File: config.mk
export PLATFORM = sky130hd
export DESIGN_NAME = rc_channel_pulse_conditioner_top
export DESIGN_NICKNAME = d
export VERILOG_FILES = /design/src/rcpc_pkg.sv /design/src/rcpc_cfg_regs.sv /design/src/rcpc_div.sv /design/src/rc_channel_pulse_conditioner_top.sv
export SDC_FILE = /design/constraint.sdc
export NUM_CORES = 1
export LEC_CHECK = 0
export ABC_AREA = 1
export BUFFER_PORTS_ARGS = -buffer_cell sky130_fd_sc_hd__buf_2
export CORE_UTILIZATION = 55
export DETAILED_ROUTE_END_ITERATION = 8
export PLACE_DENSITY = 0.73
export SLEW_MARGIN = 10
export SYNTH_ARGS = -nofsm -noshare
export SYNTH_HDL_FRONTEND = slang
export SYNTH_SLANG_ARGS = --single-unit
File: constraint.sdc
create_clock -name clk_i -period 6.2 [get_ports clk_i]
set_input_delay 1.55 -clock clk_i [delete_from_list [all_inputs] [get_ports clk_i]]
set_output_delay 1.55 -clock clk_i [all_outputs]
set_load 0.005 [all_outputs]
File: src/rcpc_pkg.sv
// Shared types and constants for the RC channel pulse conditioner.
package rcpc_pkg;

  localparam int PULSE_W   = 12;
  localparam int DZ_W      = 6;
  localparam int ADDR_W    = 3;
  localparam int DIFF_W    = PULSE_W + 2;             // signed working width
  localparam int PROD_W    = 2 * PULSE_W + 1;         // |out span| * (rc - in_min)
  localparam int DIV_STEPS = PROD_W;
  localparam int CNT_W     = $clog2(DIV_STEPS + 1);

  localparam logic [PULSE_W-1:0] MIDDLE_VALUE   = 12'd1500;
  localparam logic [PULSE_W-1:0] FAILSAFE_FLOOR = 12'd800;
  localparam logic [PULSE_W-1:0] DZ_LOW_BASE    = 12'd1450;
  localparam logic [PULSE_W-1:0] DZ_HIGH_BASE   = 12'd1550;
  localparam logic [PULSE_W-1:0] SAT_MAX        = 12'd4095;

  // Register indexes
  localparam logic [ADDR_W-1:0] REG_IN_MIN    = 3'd0;
  localparam logic [ADDR_W-1:0] REG_IN_MAX    = 3'd1;
  localparam logic [ADDR_W-1:0] REG_OUT_MIN   = 3'd2;
  localparam logic [ADDR_W-1:0] REG_OUT_MAX   = 3'd3;
  localparam logic [ADDR_W-1:0] REG_DEAD_ZONE = 3'd4;
  localparam logic [ADDR_W-1:0] REG_REVERSE   = 3'd5;
  localparam logic [ADDR_W-1:0] REG_FS_EN     = 3'd6;
  localparam logic [ADDR_W-1:0] REG_FS_THR    = 3'd7;

  typedef struct packed {
    logic [PULSE_W-1:0] in_min;
    logic [PULSE_W-1:0] in_max;
    logic [PULSE_W-1:0] out_min;
    logic [PULSE_W-1:0] out_max;
    logic [DZ_W-1:0]    dead_zone;
    logic               reverse;
    logic               fs_enable;
    logic [PULSE_W-1:0] fs_threshold;
  } cfg_t;

  typedef struct packed {
    logic               start;
    logic [PROD_W-1:0]  dividend;
    logic [PULSE_W-1:0] divisor;
  } div_req_t;

  typedef struct packed {
    logic              busy;
    logic              done;
    logic [PROD_W-1:0] quotient;
  } div_stat_t;

endpackage

File: src/rcpc_cfg_regs.sv
// Configuration register file of the pulse conditioner.
module rcpc_cfg_regs (
  input  logic                        clk_i,
  input  logic                        rst_ni,
  input  logic                        cfg_we_i,
  input  logic [rcpc_pkg::ADDR_W-1:0] cfg_addr_i,
  input  logic [rcpc_pkg::PULSE_W-1:0] cfg_wdata_i,
  output rcpc_pkg::cfg_t              cfg_o
);

  rcpc_pkg::cfg_t cfg_q, cfg_d;

  always_comb begin
    cfg_d = cfg_q;
    if (cfg_we_i) begin
      unique case (cfg_addr_i)
        rcpc_pkg::REG_IN_MIN:    cfg_d.in_min       = cfg_wdata_i;
        rcpc_pkg::REG_IN_MAX:    cfg_d.in_max       = cfg_wdata_i;
        rcpc_pkg::REG_OUT_MIN:   cfg_d.out_min      = cfg_wdata_i;
        rcpc_pkg::REG_OUT_MAX:   cfg_d.out_max      = cfg_wdata_i;
        rcpc_pkg::REG_DEAD_ZONE: cfg_d.dead_zone    = cfg_wdata_i[rcpc_pkg::DZ_W-1:0];
        rcpc_pkg::REG_REVERSE:   cfg_d.reverse      = cfg_wdata_i[0];
        rcpc_pkg::REG_FS_EN:     cfg_d.fs_enable    = cfg_wdata_i[0];
        rcpc_pkg::REG_FS_THR:    cfg_d.fs_threshold = cfg_wdata_i;
        default:                 cfg_d = cfg_q;
      endcase
    end
  end

  always_ff @(posedge clk_i or negedge rst_ni) begin
    if (!rst_ni) begin
      cfg_q.in_min       <= 12'd1000;
      cfg_q.in_max       <= 12'd2000;
      cfg_q.out_min      <= 12'd1000;
      cfg_q.out_max      <= 12'd2000;
      cfg_q.dead_zone    <= '0;
      cfg_q.reverse      <= 1'b0;
      cfg_q.fs_enable    <= 1'b0;
      cfg_q.fs_threshold <= 12'd975;
    end else begin
      cfg_q <= cfg_d;
    end
  end

  assign cfg_o = cfg_q;

endmodule

File: src/rcpc_div.sv
// Radix-2 restoring divider, one quotient bit per cycle.
module rcpc_div (
  input  logic                 clk_i,
  input  logic                 rst_ni,
  input  rcpc_pkg::div_req_t   req_i,
  output rcpc_pkg::div_stat_t  stat_o
);

  logic [rcpc_pkg::PROD_W-1:0]  quo_q, quo_d;
  logic [rcpc_pkg::PULSE_W-1:0] rem_q, rem_d;
  logic [rcpc_pkg::PULSE_W-1:0] dvs_q, dvs_d;
  logic [rcpc_pkg::CNT_W-1:0]   cnt_q, cnt_d;
  logic                         busy_q, busy_d;
  logic                         done_q, done_d;
  logic [rcpc_pkg::PULSE_W:0]   trial;
  logic [rcpc_pkg::PULSE_W:0]   trial_sub;
  logic                         fits;

  // shift in next dividend bit, try the subtract
  assign trial     = {rem_q, quo_q[rcpc_pkg::PROD_W-1]};
  assign trial_sub = trial - {1'b0, dvs_q};
  assign fits      = (trial >= {1'b0, dvs_q});

  always_comb begin
    quo_d  = quo_q;
    rem_d  = rem_q;
    dvs_d  = dvs_q;
    cnt_d  = cnt_q;
    busy_d = busy_q;
    done_d = 1'b0;
    if (req_i.start) begin
      quo_d  = req_i.dividend;
      rem_d  = '0;
      dvs_d  = req_i.divisor;
      cnt_d  = rcpc_pkg::CNT_W'(rcpc_pkg::DIV_STEPS);
      busy_d = 1'b1;
    end else if (busy_q) begin
      rem_d = fits ? trial_sub[rcpc_pkg::PULSE_W-1:0] : trial[rcpc_pkg::PULSE_W-1:0];
      quo_d = {quo_q[rcpc_pkg::PROD_W-2:0], fits};
      cnt_d = cnt_q - 1'b1;
      if (cnt_q == rcpc_pkg::CNT_W'(1)) begin
        busy_d = 1'b0;
        done_d = 1'b1;
      end
    end
  end

  always_ff @(posedge clk_i or negedge rst_ni) begin
    if (!rst_ni) begin
      cnt_q  <= '0;
      busy_q <= 1'b0;
      done_q <= 1'b0;
    end else begin
      cnt_q  <= cnt_d;
      busy_q <= busy_d;
      done_q <= done_d;
    end
  end

  always_ff @(posedge clk_i) begin
    quo_q <= quo_d;
    rem_q <= rem_d;
    dvs_q <= dvs_d;
  end

  assign stat_o.busy     = busy_q;
  assign stat_o.done     = done_q;
  assign stat_o.quotient = quo_q;

endmodule

File: src/rc_channel_pulse_conditioner_top.sv
// Top level of the RC channel pulse conditioner: sequencer, datapath and output register.
// Usage:
//   Input channel (in_valid_i / in_ready_o / pulse_i) takes one raw pulse
//   width per item. Output channel (out_valid_o / out_ready_i) returns one
//   item per input: value_o, the conditioned value, and failsafe_o, the
//   fail-safe flag after this update.
//   Config port: cfg_we_i writes cfg_wdata_i into register cfg_addr_i at
//   the clock edge, no wait. Write only while the block is idle.
// Timing:
//   An item that is rescaled runs through the single 25-step restoring
//   divider: states CLAMP, DIFF, MUL, DIV (until the divider is done), FIN.
//   Items resolved without division (dead zone snap, at or below in_min,
//   degenerate input range) skip MUL and DIV: CLAMP, DIFF, FIN. When the
//   output does not stall, the divider iteration sets the rate. in_ready_o is high only while idle.
// Reset: filter state and fail-safe flag clear to zero, registers take
//   their defaults, no output item is pending.
// Stall:
//   The result sits in an output register; the sequencer goes back to idle
//   and takes the next item while it waits. A second result waits in the
//   final state until the output register frees up.
module rc_channel_pulse_conditioner_top (
  input  logic                         clk_i,
  input  logic                         rst_ni,
  input  logic                         in_valid_i,
  output logic                         in_ready_o,
  input  logic [rcpc_pkg::PULSE_W-1:0] pulse_i,
  output logic                         out_valid_o,
  input  logic                         out_ready_i,
  output logic [rcpc_pkg::PULSE_W-1:0] value_o,
  output logic                         failsafe_o,
  input  logic                         cfg_we_i,
  input  logic [rcpc_pkg::ADDR_W-1:0]  cfg_addr_i,
  input  logic [rcpc_pkg::PULSE_W-1:0] cfg_wdata_i
);

  localparam int W  = rcpc_pkg::PULSE_W;
  localparam int DW = rcpc_pkg::DIFF_W;
  localparam int SW = rcpc_pkg::PROD_W + 2;   // out_min + signed quotient

  // sequencer states
  localparam logic [2:0] S_IDLE  = 3'd0;
  localparam logic [2:0] S_CLAMP = 3'd1;
  localparam logic [2:0] S_DIFF  = 3'd2;
  localparam logic [2:0] S_MUL   = 3'd3;
  localparam logic [2:0] S_DIV   = 3'd4;
  localparam logic [2:0] S_FIN   = 3'd5;

  rcpc_pkg::cfg_t      cfg;
  rcpc_pkg::div_req_t  div_req;
  rcpc_pkg::div_stat_t div_stat;

  logic [2:0]          state_q, state_d;
  logic [W-1:0]        filt_q, filt_d;
  logic                flag_q, flag_d;
  logic signed [DW-1:0] rc_q, rc_d;
  logic                snap_q, snap_d;
  logic [W:0]          dmag_q, dmag_d;     // rc - in_min, positive on the divide path
  logic [W-1:0]        den_q, den_d;
  logic [W-1:0]        omag_q, omag_d;     // |out_max - out_min|
  logic                neg_q, neg_d;
  logic [W-1:0]        res_q, res_d;
  logic                out_valid_q, out_valid_d;
  logic [W-1:0]        out_val_q, out_val_d;
  logic                out_fs_q, out_fs_d;

  logic                in_acc;
  logic                out_free;
  logic [W:0]          pulse_sum;
  logic [W-1:0]        filt_new;
  logic [W-1:0]        lo_bound;
  logic [W-1:0]        rc_cl;
  logic signed [DW-1:0] rc_rev;
  logic [W-1:0]        dz_lo, dz_hi;
  logic signed [DW-1:0] diff;
  logic signed [W:0]   den_s;
  logic signed [W:0]   odiff;
  logic [W:0]          odiff_neg;
  logic [W-1:0]        rc_sat;
  logic [rcpc_pkg::PROD_W-1:0] prod;
  logic signed [SW-1:0] q_ext;
  logic signed [SW-1:0] scaled;
  logic [W-1:0]        scaled_sat;

  rcpc_cfg_regs u_cfg (
    .clk_i      (clk_i),
    .rst_ni     (rst_ni),
    .cfg_we_i   (cfg_we_i),
    .cfg_addr_i (cfg_addr_i),
    .cfg_wdata_i(cfg_wdata_i),
    .cfg_o      (cfg)
  );

  rcpc_div u_div (
    .clk_i (clk_i),
    .rst_ni(rst_ni),
    .req_i (div_req),
    .stat_o(div_stat)
  );

  assign in_ready_o = (state_q == S_IDLE);
  assign in_acc     = in_valid_i && in_ready_o;
  assign out_free   = !out_valid_q || out_ready_i;

  // averaging filter, 13-bit sum halved
  assign pulse_sum = {1'b0, pulse_i} + {1'b0, filt_q};
  assign filt_new  = pulse_sum[W:1];

  // clamp: when the bounds cross, a value below the lower bound takes it, any other takes in_max
  assign lo_bound = flag_q ? rcpc_pkg::FAILSAFE_FLOOR : cfg.in_min;
  always_comb begin
    priority if (filt_q < lo_bound) rc_cl = lo_bound;
    else if (filt_q > cfg.in_max)   rc_cl = cfg.in_max;
    else                            rc_cl = filt_q;
  end
  // mirror: in_max + in_min - rc, may go negative or past 4095
  assign rc_rev = $signed({2'b00, cfg.in_max}) + $signed({2'b00, cfg.in_min})
                - $signed({2'b00, rc_cl});

  // snap window tests the filtered pulse, not the clamped one
  assign dz_lo = rcpc_pkg::DZ_LOW_BASE + {{(W-rcpc_pkg::DZ_W){1'b0}}, cfg.dead_zone};
  assign dz_hi = rcpc_pkg::DZ_HIGH_BASE - {{(W-rcpc_pkg::DZ_W){1'b0}}, cfg.dead_zone};

  assign diff      = rc_q - $signed({2'b00, cfg.in_min});
  assign den_s     = $signed({1'b0, cfg.in_max}) - $signed({1'b0, cfg.in_min});
  assign odiff     = $signed({1'b0, cfg.out_max}) - $signed({1'b0, cfg.out_min});
  assign odiff_neg = -odiff;

  always_comb begin
    priority if (rc_q[DW-1]) rc_sat = '0;
    else if (rc_q[DW-2])     rc_sat = rcpc_pkg::SAT_MAX;
    else                     rc_sat = rc_q[W-1:0];
  end

  assign prod = omag_q * dmag_q;

  assign div_req.start    = (state_q == S_MUL);
  assign div_req.dividend = prod;
  assign div_req.divisor  = den_q;

  // out_min +/- quotient, truncation toward zero via sign-magnitude
  assign q_ext  = $signed({2'b00, div_stat.quotient});
  assign scaled = $signed({{(SW-W){1'b0}}, cfg.out_min}) + (neg_q ? -q_ext : q_ext);
  always_comb begin
    priority if (scaled[SW-1])  scaled_sat = '0;
    else if (|scaled[SW-2:W])   scaled_sat = rcpc_pkg::SAT_MAX;
    else                        scaled_sat = scaled[W-1:0];
  end

  always_comb begin
    state_d     = state_q;
    filt_d      = filt_q;
    flag_d      = flag_q;
    rc_d        = rc_q;
    snap_d      = snap_q;
    dmag_d      = dmag_q;
    den_d       = den_q;
    omag_d      = omag_q;
    neg_d       = neg_q;
    res_d       = res_q;
    out_valid_d = out_valid_q && !out_ready_i;
    out_val_d   = out_val_q;
    out_fs_d    = out_fs_q;

    unique case (state_q)
      S_IDLE: begin
        if (in_acc) begin
          filt_d = filt_new;
          priority if (!cfg.fs_enable)          flag_d = 1'b0;
          else if (filt_new > cfg.fs_threshold) flag_d = 1'b0;
          else if (filt_new < cfg.fs_threshold) flag_d = 1'b1;
          else                                  flag_d = flag_q;
          state_d = S_CLAMP;
        end
      end
      S_CLAMP: begin
        rc_d    = cfg.reverse ? rc_rev : $signed({2'b00, rc_cl});
        snap_d  = (cfg.dead_zone != '0) && (filt_q >= dz_lo) && (filt_q <= dz_hi);
        state_d = S_DIFF;
      end
      S_DIFF: begin
        dmag_d  = diff[W:0];
        den_d   = den_s[W-1:0];
        neg_d   = odiff[W];
        omag_d  = odiff[W] ? odiff_neg[W-1:0] : odiff[W-1:0];
        state_d = S_FIN;
        priority if (snap_q) begin
          res_d = rcpc_pkg::MIDDLE_VALUE;
        end else if (!diff[DW-1] && (diff != '0)) begin
          if (!den_s[W] && (den_s != '0)) begin
            state_d = S_MUL;
          end else begin
            res_d = cfg.out_min;
          end
        end else begin
          res_d = flag_q ? rc_sat : cfg.out_min;
        end
      end
      S_MUL: begin
        state_d = S_DIV;
      end
      S_DIV: begin
        if (div_stat.done) begin
          res_d   = scaled_sat;
          state_d = S_FIN;
        end
      end
      S_FIN: begin
        if (out_free) begin
          out_valid_d = 1'b1;
          out_val_d   = res_q;
          out_fs_d    = flag_q;
          state_d     = S_IDLE;
        end
      end
      default: state_d = S_IDLE;
    endcase
  end

  always_ff @(posedge clk_i or negedge rst_ni) begin
    if (!rst_ni) begin
      state_q     <= S_IDLE;
      filt_q      <= '0;
      flag_q      <= 1'b0;
      out_valid_q <= 1'b0;
    end else begin
      state_q     <= state_d;
      filt_q      <= filt_d;
      flag_q      <= flag_d;
      out_valid_q <= out_valid_d;
    end
  end

  always_ff @(posedge clk_i) begin
    rc_q      <= rc_d;
    snap_q    <= snap_d;
    dmag_q    <= dmag_d;
    den_q     <= den_d;
    omag_q    <= omag_d;
    neg_q     <= neg_d;
    res_q     <= res_d;
    out_val_q <= out_val_d;
    out_fs_q  <= out_fs_d;
  end

  assign out_valid_o = out_valid_q;
  assign value_o     = out_val_q;
  assign failsafe_o  = out_fs_q;

endmodule

Yosys cells after proc, flatten, opt, wreduce, memory -nomap -nowiden --
Index checks and enable logic that the tools add are counted.
Cells by class: add/sub/neg operators 13, multipliers 1, divide/modulo/power cells 0, magnitude comparators 7, equality and inequality tests 18, shift-type cells 0, multiplexer cells 39, bitwise operators 0, reduce and logical (&&, ||, !) cells 32
Operators by type and width (number):
- $mux 12 | 15
- $mux 25 | 2
- $add 13x27->27 | 1
- $mux 27 | 1
- $neg 25->27 | 1
- $add 12x12->13 | 2
- $sub 12x12->13 | 2
- $mul 12x13->25 | 1
- $gt 12x12->1 | 2
- $lt 12x12->1 | 2
- $pmux 12 s2 | 1
- $reduce_and 2->1 | 10
- $eq 3x3->1 const B | 6
- $mux 3 | 6
- $pmux 3 s6 | 1
- $reduce_bool 14->1 | 1
- $reduce_or 14->1 | 1
- $sub 13x12->14 | 1
- $sub 14x13->14 | 1
- $ge 13x12->1 | 1
- $reduce_bool 13->1 | 1
- $add 11x6->12 const A | 1
- $eq 3x2->1 const B | 4
- $ge 12x12->1 | 1
- 20 further kinds | 45
Word-level totals: flip-flop bits (word level) 219, bits in latches 0, RAM bits 0, bits in read-only memories 0, bits of input ports 32, output and inout port bits 15, memories kept 0

Longest topological paths before layout --
depth after elaboration 8, depth in mapped cells 29, gate-level depth less buffers 28

By module --
A second synthesis with hierarchy kept.
Unflattened totals: cell total of the unflattened synthesis 2836, area, all modules 21605.7 µm²
Modules (own cells, without submodules):
- rc_channel_pulse_conditioner_top | times used 1, cells each 2133, area an instance 15625.0 µm², sequential area each 2767.7 µm²
- rcpc_div | times used 1, cells each 391, area an instance 3163.0 µm², sequential area each 1526.5 µm²
- rcpc_cfg_regs | times used 1, cells each 312, area an instance 2817.7 µm², sequential area each 1741.7 µm²

Least setup slack after synthesis --
Ideal clock, no wire load.
kind register to register, start register omag_q[11], end register u_div.quo_q[20] (netlist bit), data pin, library setup time 0.285 ns, data arrival time 5.044 ns, data required time 5.915 ns, path slack 0.871 ns, cell stages (with the launch flop) 21, clock period less this slack 5.329 ns, cell sequence edfxtp_1 -> clkbuf_1 -> nand2_1 -> fa_1 -> fa_1 -> inv_1 -> fa_1 -> fa_1 -> inv_1 -> fa_1 -> inv_1 -> ha_1 -> a21oi_1 -> o21ai_0 -> a21oi_1 -> inv_1 -> a21oi_1 -> o21ai_0 -> or2_2 -> nand3_1 -> o21ai_0
Between the ends: cells in the longest elaborated chain, start to end 2
RTL lines:
- start: declaration | line rc_channel_pulse_conditioner_top.sv:59 | logic [W-1:0] omag_q, omag_d;
- start signal: assignment | line rc_channel_pulse_conditioner_top.sv:238 | omag_q <= omag_d;
- $mul 12x13->25 | line rc_channel_pulse_conditioner_top.sv:134 | assign prod = omag_q * dmag_q;
- $mux 25 | line rcpc_div.sv:31 | if (req_i.start) begin
- named net u_div.quo_d, one bit | line rcpc_div.sv:9 | logic [rcpc_pkg::PROD_W-1:0] quo_q, quo_d;
- end signal: assignment | line rcpc_div.sv:61 | quo_q <= quo_d;
- end: declaration | line rcpc_div.sv:9
The timed path passes the listed nets, and every way through them passes these cells. A chain may end at the register's enable or synchronous reset.

Worst setup path after layout --
start register omag_q[8], end register u_div.quo_q[20] (netlist bit), data pin
The elaborated chain is that of the path after synthesis.

==> out/qor.yml <==
clocking:
  numClockSinks: 219
  clk_path_buf_depth: 3
  cts-root-buf: "clkbuf_16"
  post-cts-setup-buffer-count: 0
  path_clk_slew_ns: 0.07
  cts_made_buffers: 25
  cts_tree: "done"
  htree_levels: 1
  hold_buffers: 0
  cts_resized: 0
  insertion_delay_ns: 0.54
detailed_routing:
  wl_mm: 52.8
  vias_per_cell: 5.45
  ant_nets: 0
  first_iter_violations: 1248
  drtPass1Iterations: 6
  drc: 0
  wl_per_cell_um: 16.5
  num_vias: 17400
logic_synthesis:
  async_reset_ff_share_pct: 42.0
  synth_common_cells: "nand2_1, inv_1, o21ai_0"
  ys_warn_count: 0
  ys_types: 56
  yosysMostFrequentCell: "nand2_1"
  ys_seq_area_share_pct: 29.0
  synth_edf_count: 115
  synth_nets: 3024
  synthTopCellsByArea: "edfxtp_1, ha_1, fa_1"
  yosys.area.top_type: "edfxtp_1"
  avgSynthCellArea_sq_um: 7.84
  synth_cells: 2658
  ys.flop_type: "edfxtp_1"
  netlist_area_sq_um: 20800
  synth_seq_cells: 219
  synth_top_cell_area_share_pct: 16.6
final_layout:
  fin_nets: 3045
  regArea_sq_um: 6040
  syn_to_final_growth_pct: 7.38
  antenna_cells: 0
  drive_gt1_share_pct: 7.30
  multi_input_area_sq_um: 12800
  fillCellCount: 3383
global_route:
  antenna_found_initial: 0
  met2_usage_pct: 47.4
  busiest_layer: "met2"
  grt_max_degree: 52
  overflow: 0
  use_met3_pct: 2.99
  track_usage_pct: 28.2
  grt_pass1_wl_mm: 86.8
  grtUsageMet1_pct: 38.3
  grt_pass1_vias: 17100
worst_setup_path:
  max_stage_delay_ns: 0.61
  crit_type: "flop to flop"
  rr_startpoint: "omag_q[8]"
  crit_family: "adder cells"
  crit_cells: 21
  startpoint: "omag_q[8]"
  cp_num_buf_inv: 6
  cp_data_arrival_time_ns: 6.01
  regToRegSetupSlack_ns: 0.45
  crit_chain: "nand2_1, inv_1, fa_1, inv_1, fa_1, inv_1, fa_1, fa_1, inv_1, fa_1, inv_1, ha_1, a21oi_1, o21ai_0, a21oi_1, inv_1, a21oi_1, o21ai_0, or2_2, nand3_1, o21ai_0"
  path_max_fanout: 13
  reg2regPathDepth: 21
  rr_endpoint: "u_div.quo_q[20]"
  endpoint: "u_div.quo_q[20]"
  slowest_stage: "edfxtp_1"
  end_kind: "flop"
  required_ns: 6.46
  path_common_cell: "inv_1"
  critPathLaunchType: "flop"
timing:
  hold_violations: 0
  drv_slew: 0
  finalWorstPathRequiredPeriod_ns: 5.75
  post-route-period-util_pct: 92.7
  rsz0062_at_grt: "no"
  setup_viol: 0
  maxSlewHeadroom_pct: 26.5
  skew_ns: 0.0144
  final.setup.tns_ns: 0
  worstMarginPinSlew_ns: 1.10
  max_freq_ghz: 0.174
place:
  dpl.hpwl_mm: 42.5
  io_buffer_count: 46
  gp_congestion: 0.961
floorplanning:
  ioPinCount: 47
  die_h_um: 197
  rows: 70
  die_w_um: 197
  start_util_pct: 56.3
  core-area_sq_um: 37000
  die_area_sq_um: 38600
min_path:
  hold_class: "flop to flop"
job:
  drv_cap: 0
outcome:
  status: "completed"
metal layers:
metal | wire length, um | vias to the layer above
met1 | 23600 | 8303
li1 | - | 8552
met3 | 2720 | 100
met5 | 0 | -
met4 | 1710 | 0
met2 | 24800 | 494
layout by cell type, fill, tap and decap left out, types with 60 or more instances in the layout:
| master | instances |
|---|---|
| o21ai_0 | 229 |
| nand2_1 | 674 |
| xor2_1 | 65 |
| ha_1 | 206 |
| dfrtp_1 | 60 |
| nor2_1 | 138 |
| nand3_1 | 100 |
| edfxtp_1 | 115 |
| a21oi_1 | 133 |
| inv_1 | 466 |
| fa_1 | 128 |
logic make-up after synthesis:
| group | count (synthesis) | synth area share, % |
|---|---|---|
| AND/OR/NAND/NOR | 1020 | 20.7 |
| buffers and inverters | 543 | 9.87 |
| AO/OA/AOI/OAI | 441 | 11.5 |
| adder cells (fa/ha/maj) | 334 | 24.7 |
| flip-flops | 219 | 29.0 |
| XOR/XNOR | 101 | 4.25 |
flip-flops by register name, indices dropped and copies added, names as in the netlist:
signal / cells
u_cfg.cfg_o: 68
u_div.quo_q: 25
rc_q: 14
dmag_q: 13
den_q: 12
filt_q: 12
omag_q: 12
res_q: 12
u_div.dvs_q: 12
u_div.rem_q: 12
value_o: 12
u_div.cnt_q: 5
state_q: 3
failsafe_o: 1
flag_q: 1
neg_q: 1
out_valid_o: 1
snap_q: 1
u_div.busy_q: 1
u_div.done_q: 1
per-stage QoR:
| stage | std cells | hold WS, ns | worst slack (ns) | cell area [sq um] | utilization (%) |
|---|---|---|---|---|---|
| 2_1_floorplan | 2658 | 0.400 | 0.871 | 20800 | - |
| 3_3_place_gp | 3156 | 0.405 | 0.676 | 21600 | 58.3 |
| 3_5_place_dp | 3156 | 0.406 | 0.494 | 21600 | 58.3 |
| 4_1_cts | 3201 | 0.412 | 0.492 | 22400 | 60.5 |
| 5_1_grt | 3201 | 0.416 | 0.117 | 22400 | 60.5 |
| 6_report | 3201 | 0.408 | 0.452 | 22400 | 60.5 |
how the worst min path moves through the flow:
stage          depth (start not counted)        endpoint     start
2_1_floorplan                          0  u_div.dvs_q[0]  den_q[0]
3_3_place_gp                           0  u_div.dvs_q[4]  den_q[4]
3_5_place_dp                           0  u_div.dvs_q[1]  den_q[1]
4_1_cts                                0  u_div.dvs_q[1]  den_q[1]
5_1_grt                                0  u_div.dvs_q[0]  den_q[0]
6_report                               0  u_div.dvs_q[1]  den_q[1]
cell type report:
| cell class | count | area share (%) |
|---|---|---|
| multi-input cells | 1896 | 57.1 |
| flip-flops and latches | 219 | 27.0 |
| inverters | 477 | 8.01 |
| clock buffers | 33 | 2.98 |
| well taps | 504 | 2.82 |
| repair buffers | 60 | 1.51 |
| clock inverters | 12 | 0.604 |
Power is left out: the tool's default activity adds up to more than one toggle a clock period on the data nets, which glitch-free logic cannot reach.
